$ cat config.mk
export PLATFORM = sky130hd
export DESIGN_NAME = ttd_texel_pack
export DESIGN_NICKNAME = d
export VERILOG_FILES = /design/src/rtl/ttd_pkg.sv /design/src/rtl/ttd_texel_pack.sv
export SDC_FILE = /design/constraint.sdc
export NUM_CORES = 1
export LEC_CHECK = 0
export ABC_AREA = 1
export BUFFER_PORTS_ARGS = -buffer_cell sky130_fd_sc_hd__buf_2
export CELL_PAD_IN_SITES_DETAIL_PLACEMENT = 1
export CELL_PAD_IN_SITES_GLOBAL_PLACEMENT = 1
export CORE_MARGIN = 2
export CORE_UTILIZATION = 19
export DETAILED_ROUTE_END_ITERATION = 12
export PLACE_DENSITY_LB_ADDON = 0.1
export SETUP_SLACK_MARGIN = 0.2
export SYNTH_ARGS = -nofsm -noshare
export SYNTH_HDL_FRONTEND = slang
export SYNTH_SLANG_ARGS = --single-unit
$ cat constraint.sdc
create_clock -name vclk -period 1.1
set_input_delay 0.22 -clock vclk [all_inputs]
set_output_delay 0.22 -clock vclk [all_outputs]
set_load 0.005 [all_outputs]
$ cat src/rtl/ttd_pkg.sv
// ----------------------------------------------------------------------------
// ttd_pkg
// Shared codes and types for the texture texel decoder: texture and output
// format codes, configuration register indexes and compressed block modes.
// ----------------------------------------------------------------------------
package ttd_pkg;

  // Texture format codes (texture_format register)
  localparam logic [2:0] TF_NONE   = 3'd0;
  localparam logic [2:0] TF_A3I5   = 3'd1;
  localparam logic [2:0] TF_PAL4   = 3'd2;
  localparam logic [2:0] TF_PAL16  = 3'd3;
  localparam logic [2:0] TF_PAL256 = 3'd4;
  localparam logic [2:0] TF_BLOCK  = 3'd5;
  localparam logic [2:0] TF_A5I3   = 3'd6;
  localparam logic [2:0] TF_DIRECT = 3'd7;

  // Output packing codes (output_format register)
  localparam logic [1:0] OF_RGB6A5 = 2'd0;
  localparam logic [1:0] OF_RGBA8  = 2'd1;
  localparam logic [1:0] OF_BGRA8  = 2'd2;

  // Configuration register indexes
  localparam int CFG_INDEX_W = 3;
  localparam int CFG_DATA_W  = 13;
  localparam logic [CFG_INDEX_W-1:0] CFG_TEX_FORMAT  = 3'd0;
  localparam logic [CFG_INDEX_W-1:0] CFG_OUT_FORMAT  = 3'd1;
  localparam logic [CFG_INDEX_W-1:0] CFG_COLOR0_TRN  = 3'd2;
  localparam logic [CFG_INDEX_W-1:0] CFG_PAL_BASE    = 3'd3;
  localparam logic [CFG_INDEX_W-1:0] CFG_WIDTH_CODE  = 3'd4;
  localparam logic [CFG_INDEX_W-1:0] CFG_HEIGHT_CODE = 3'd5;

  // Compressed block modes (block_aux[15:14])
  localparam logic [1:0] BLK_MODE_PAL3T = 2'd0;
  localparam logic [1:0] BLK_MODE_AVG3T = 2'd1;
  localparam logic [1:0] BLK_MODE_PAL4  = 2'd2;
  localparam logic [1:0] BLK_MODE_BLEND = 2'd3;

  localparam logic [15:0] OPAQUE_BIT = 16'h8000;

  typedef logic [15:0] pal_color_t;

endpackage

$ cat src/rtl/ttd_texel_pack.sv
// ----------------------------------------------------------------------------
// ttd_texel_pack
// Packs a 15-bit color and a 5-bit alpha as RGB6A5, RGBA8 or BGRA8.
// ----------------------------------------------------------------------------
module ttd_texel_pack import ttd_pkg::*; (
  input  logic [14:0] color,
  input  logic [4:0]  alpha,
  input  logic [1:0]  out_format,
  output logic [31:0] texel
);

  logic [4:0] r;
  logic [4:0] g;
  logic [4:0] b;
  logic [7:0] a8;

  always_comb begin
    r  = color[4:0];
    g  = color[9:5];
    b  = color[14:10];
    a8 = {alpha, alpha[4:2]};
    case (out_format)
      OF_RGBA8: texel = {a8, b, 3'b000, g, 3'b000, r, 3'b000};
      OF_BGRA8: texel = {a8, r, 3'b000, g, 3'b000, b, 3'b000};
      // RGB6A5, also for the unused code
      default:  texel = {3'b000, alpha, 2'b00, b, 1'b0, 2'b00, g, 1'b0, 2'b00, r, 1'b0};
    endcase
  end

endmodule

# [Word-level counts from Yosys, hierarchy flattened]
# Index checks and enable logic that the tools add are counted.
[totals] register_bits=0 word_cells=3 in_bits=22 out_inout_bits=32
[op_classes] n_eq_ne=2 mux=1
[op_table] cell="32-bit one-hot mux with 2 select lines" count=1
[op_table] cell="2-bit by 1-bit equality test with 1-bit output, second input constant" count=1
[op_table] cell="2-bit equality test, second input constant" count=1

# [Longest topological paths before layout]
# Gate-level depths: netlist of run 1.
[logic_depth] depth_word=2 ltp_mapped=7 depth_no_buf=6

# [Worst setup path after synthesis of run 1]
# No wires, ideal clock.
[synth_path] path_type="in2out" start="input out_format[0]" end="output texel[14]" cell_stages=7 setup_slack_ns=-0.123 t_arrival_ns=1.003 n_path_buf=2 t_required_ns=0.880 path_cell_list="inv_1 ha_1 buf_6 inv_4 buf_6 o21ai_2 nor2_1"
[synth_via] elab_chain_cells=2 word_cells_on_any_way=3 cone_classes="eq/ne (2); mux (1)"
[synth_lines] item="start, declared" line_no="ttd_texel_pack.sv:8" text="input logic [1:0] out_format,"
[synth_lines] item="2-bit equality test / 2-bit by 1-bit equality test with 1-bit output (equally long branches)" line_no="ttd_texel_pack.sv:22" text="case (out_format)"
[synth_lines] item="32-bit one-hot mux with 2 select lines (*)" line_no="ttd_texel_pack.sv:22"
[synth_lines] item="end, declared" line_no="ttd_texel_pack.sv:9" text="output logic [31:0] texel"
# Every way passes the cells marked *; elsewhere a longest branch is shown, timed or not.

# [Final worst setup path of run 1]
[layout_path] start="input out_format[0]" end="output texel[21]"
# Same word-level chain as after synthesis.

==> impl_metrics.csv, run 1 <==
group,metric,value,unit
status,status,"finished with violations",
status,violations,"negative setup slack",
timing,maxSlewViolCount,0,
critical_path,start_kind,"input port",
global_routing,met2_usage,0.2529,
critical_path,worstPathMaxFanout,8,
global_routing,antenna_found_initial,0,
cells_and_area,seq_cell_count,0,
global_routing,grt_overflow,0,
timing,max_freq,0.7637,GHz
cells_and_area,nClkBuffers,0,
critical_path,worstSetupPathType,"in2out",
timing,min_period,1.309,ns
timing,setup_violations,29,
power,ir_drop,0.2695,mV
timing,whs,0.7136,ns
placed_design,io_buffer_count,51,
critical_path,crit_arrival,1.09,ns
power,total_power,507.7,uW
routing,via_count,884,
min_path,hold_path_end,"texel[10]",
cells_and_area,antenna_cells,0,
timing,period_share,1.190,
yosys,avgSynthCellArea,4.556,sq um
placed_design,pre_cts_slack,-0.2720,ns
cells_and_area,nNetsFinal,198,
min_path,hold_path_class,"in2out",
yosys,synth_sequential_area_ratio,0,
timing,report.final.hold_viol_count,0,
global_routing,grt_usage,0.1284,
floorplanning,die_area,3245,sq um
yosys,synth.distinct_cells,12,
yosys,syn-cell-area,533.0,sq um
critical_path,crit_required,0.88,ns
cells_and_area,area_growth,91.32,%
routing,dr.pass1.iters,4,
global_routing,grt_pass1_vias,853,
placed_design,gp_congestion,0.6505,
floorplanning,die_h,56.97,microns
routing,routed_via_density,4.355,
power,power.leakage,0.6650,nW
critical_path,endpoint_kind,"output pin",
floorplanning,rows,19,
cells_and_area,seq_area,0,sq um
routing,ant_nets,0,
yosys,yosysWarnings,0,
placed_design,dp_hpwl,1743,microns
floorplanning,die_w,56.97,microns
timing,rsz0062_at_grt,"true",
yosys,syn_inst,117,
global_routing,grt.met3_usage,0.002268,
floorplanning,num_io_pins,54,
routing,drcViolationCount,0,
power,powerDensity,497.9,nW/um^2
global_routing,grt.busiest_layer,"met2",
routing,wl_per_cell,10.57,microns
global_routing,grt_pass1_wl,3588,microns
timing,fin_ws,-0.2094,ns
floorplanning,core-area,2710,sq um
cells_and_area,drive_gt1_frac,0.5291,
routing,drtIter0Drc,8,
min_path,min_path_cells,4,
routing,routed_wl,2146,microns
floorplanning,initial_core_util,0.1967,
min_path,worstHoldStart,"color[6]",
run,max_cap_violations,0,
global_routing,use_met1,0.1648,
global_routing,grt_max_degree,17,
## cell usage in the layout (no fill, tap or decap), drive strengths merged
master	Yosys	routed
a21oi	4	4
buf	9	60
nor2	3	3
conb	1	3
o21ai	6	6
nand2	78	78
inv	14	15
clkbuf	0	1
ha	2	2
## cell type report
| class | count | area, sq um |
|---|---|---|
| multi-input cells | 96 | 494.2 |
| well taps | 31 | 38.79 |
| repair inverters | 1 | 6.256 |
| inverters | 14 | 65.06 |
| fillers | 400 | 1690 |
| repair buffers | 61 | 415.4 |
## cell families after synthesis
family	after synthesis	synth area share
buf+inv	23	0.2465
compound gates	10	0.1291
simple gates	81	0.5704
other cells	1	0.007035
fa+ha+maj	2	0.04694
## synth_stat cells (all sizes together)
cell type,instances,share of area
a21oi,4,0.066
buf,9,0.14
conb,1,0.0070
ha,2,0.047
inv,14,0.10
nand2,78,0.55
nor2,3,0.021
o21ai,6,0.063
## critical path, cell delays in order
cell and delay (ns):
buf_8 0.09, inv_6 0.03, ha_4 0.37, clkbuf_16 0.19
nand2_1 0.05, nand2_1 0.05, buf_2 0.10
## metrics by stage
step / utilization / cells / TNS (ns) / instance area, sq um
after floorplan: - / 119 / -0.1047 / 560.5
after global placement: 0.3232 / 200 / -5.290 / 875.8
after detailed placement: 0.3232 / 200 / -5.778 / 875.8
after CTS: 0.3435 / 202 / -5.054 / 930.9
after global routing: 0.3763 / 203 / -6.424 / 1020
final: 0.3763 / 203 / -4.957 / 1020
## report_power, final
part / switching, mW / internal [mW] / total, mW / leakage (nW)
clock: 0 / 0 / 0 / 0
combinational: 0.257 / 0.250 / 0.508 / 0.665
sequential: 0 / 0 / 0 / 0
## how the worst max path moves through the flow
stage / end / start / cells past startpoint
3_5_place_dp: texel[28] / out_format[1] / 6
5_1_grt: texel[13] / out_format[0] / 7
3_3_place_gp: texel[27] / out_format[0] / 7
4_1_cts: texel[12] / out_format[0] / 7
2_1_floorplan: texel[14] / out_format[1] / 6
6_report: texel[21] / out_format[0] / 7
## routing by layer
layer	vias up	routed length, microns
met3	0	88
met2	26	1209
met1	407	848
met5	-	0
met4	0	0
li1	451	-
## timing repair
action,in CTS,in global routing
gates resized for setup,14,21
gates cloned,1,1
hold buffers,0,0
hold endpoints to repair,0,0
setup buffers,1,0
pin swaps,1,9
setup endpoints to repair,29,29
Note: power is estimated with default switching activity, not from simulation.
==> run 2, diff against run 1 <==
--- a/config.mk
+++ b/config.mk
@@ -5,13 +5,14 @@
 export SDC_FILE = /design/constraint.sdc
 export NUM_CORES = 1
 export LEC_CHECK = 0
-export ABC_AREA = 1
+export ABC_AREA = 0
 export BUFFER_PORTS_ARGS = -buffer_cell sky130_fd_sc_hd__buf_2
 export CELL_PAD_IN_SITES_DETAIL_PLACEMENT = 1
 export CELL_PAD_IN_SITES_GLOBAL_PLACEMENT = 1
 export CORE_MARGIN = 2
 export CORE_UTILIZATION = 19
 export DETAILED_ROUTE_END_ITERATION = 12
+export GPL_TIMING_DRIVEN = 0
 export PLACE_DENSITY_LB_ADDON = 0.1
 export SETUP_SLACK_MARGIN = 0.2
 export SYNTH_ARGS = -nofsm -noshare
==> run 2 against run 1 <==
Net effect:
- the run still ends with negative setup slack left
- clock-buffer cell count is the same
- utilization increased by 2.8 points
- critical path depth unchanged
- synthesized area fell by 12%
- non-clock buffer count increased by 4
- die area decreased by 11%
- global-route usage shrank 0.080 points
==> impl_metrics.csv, run 2 <==
group,metric,value,unit
status,status,"finished with violations",
status,violations,"negative setup slack",
yosys,synth.distinct_cells,17,
power,powerDensity,492.3,nW/um^2
global_routing,grt_pass1_wl,2918,microns
routing,routed_via_density,4.570,
floorplanning,initial_core_util,0.1947,
cells_and_area,drive_gt1_frac,0.7031,
routing,drcViolationCount,0,
routing,dr.pass1.iters,3,
timing,maxSlewViolCount,0,
critical_path,worstSetupPathType,"in2out",
cells_and_area,layout_common_cells,"buf_2, nand2_1, buf_4",
critical_path,crit_arrival,1.19,ns
yosys,avgSynthCellArea,6.608,sq um
routing,wl_per_cell,12.23,microns
timing,setup_violations,29,
placed_design,io_buffer_count,51,
critical_path,endpoint_kind,"output pin",
cells_and_area,seq_cell_count,0,
global_routing,antenna_found_initial,0,
yosys,synth_sequential_area_ratio,0,
yosys,yosysWarnings,0,
timing,setup_tns,-7.154,ns
timing,fin_ws,-0.3076,ns
yosys,yosys.area.top_type_share,0.1120,
global_routing,grt_usage,0.1276,
floorplanning,core-area,2410,sq um
routing,drtIter0Drc,2,
cells_and_area,area_growth,107.5,%
timing,whs,0.7276,ns
yosys,synth.most_common_cell,"nand2_1",
cells_and_area,seq_area,0,sq um
floorplanning,rows,18,
timing,period_share,1.280,
cells_and_area,nClkBuffers,0,
critical_path,crit_start,"out_format[0]",
yosys,ys_top_cells_by_area,"a22oi_1, and2_1, nand2_1",
placed_design,gp_congestion,0.7123,
timing,max_freq,0.7104,GHz
yosys,synth_top_area_cell,"a22oi_1",
cells_and_area,final_common_cell,"buf_2",
power,power.leakage,0.4894,nW
min_path,hold_path_class,"in2out",
critical_path,start_kind,"input port",
yosys,syn-cell-area,469.2,sq um
cells_and_area,antenna_cells,0,
critical_path,crit_end,"texel[26]",
floorplanning,num_io_pins,54,
cells_and_area,nNetsFinal,154,
global_routing,grt_overflow,0,
floorplanning,die_area,2883,sq um
power,ir_drop,0.1967,mV
routing,ant_nets,0,
timing,report.final.hold_viol_count,0,
floorplanning,die_h,53.70,microns
placed_design,dp_hpwl,1502,microns
global_routing,grt_max_degree,11,
routing,routed_wl,1932,microns
yosys,syn_inst,71,
run,max_cap_violations,0,
yosys,synth_common_cells,"nand2_1, and2_1, o21ai_1",
routing,via_count,722,
critical_path,worstPathMaxFanout,8,
placed_design,pre_cts_slack,-0.4218,ns
floorplanning,die_w,53.70,microns
timing,min_period,1.408,ns
timing,rsz0062_at_grt,"true",
critical_path,crit_required,0.88,ns
global_routing,grt_pass1_vias,658,
==> run 2: cell type report <==
| cell class | instances | area (sq um) |
|---|---|---|
| inverters | 2 | 12.51 |
| well taps | 30 | 37.54 |
| repair buffers | 55 | 350.3 |
| fillers | 305 | 1436 |
| multi-input cells | 61 | 461.7 |
| plain buffers | 10 | 111.4 |
==> run 2: cell families after synthesis <==
group | synth area share
adders and majority gates | 0.05332
buffers and inverters | 0.1787
AOI/OAI and AO/OA | 0.4854
and+or+nand+nor | 0.2747
other | 0.007992
==> run 2: where the power goes <==
part	total [mW]	internal (mW)	switching, mW
Combinational	0.479	0.262	0.217
Clock	0	0	0
Sequential	0	0	0
Total	0.479	0.262	0.217
==> run 2: worst min-delay path by stage <==
stage	startpoint	end	slack (ns)	cells past startpoint
after floorplan	color[6]	texel[12]	0.53	2
after detailed placement	color[5]	texel[9]	0.73	3
after CTS	color[5]	texel[9]	0.73	3
after global routing	color[7]	texel[11]	0.74	4
final	color[7]	texel[11]	0.73	4
after global placement	color[7]	texel[11]	0.73	4
==> run 2: metal layers <==
layer,part of all wire,GRT usage,vias to the layer above,routed length (microns)
li1,-,-,359,-
met1,0.41,0.1815,338,800
met2,0.54,0.2276,25,1034
met3,0.050,0,0,97
met4,0,0,0,0
met5,0,0,-,0
==> run 2: what timing repair did <==
item                                    in CTS  in global routing
gates resized for setup                     11                  8
gates cloned                                 0                  1
pin swaps                                    4                  9
endpoints found under the setup margin      29                 29
buffers inserted                             2                  1
hold buffers                                 0                  0
hold endpoints to repair                     0                  0
==> run 2: worst max-delay path, stage by stage <==
cell     delay (ns)
buf_8          0.09
inv_6          0.03
ha_4           0.25
buf_6          0.10
o21ba_4        0.18
a22o_1         0.20
buf_2          0.12
==> run 2: stage by stage <==
step,power [mW],cell area (sq um),cells,utilization
3_5_place_dp,0.4185,834.6,154,0.3463
3_3_place_gp,0.4135,834.6,154,0.3463
5_1_grt,0.5312,973.4,158,0.4039
2_1_floorplan,0.2349,541.8,73,-
4_1_cts,0.4566,902.1,156,0.3744
6_report,0.4792,973.4,158,0.4039
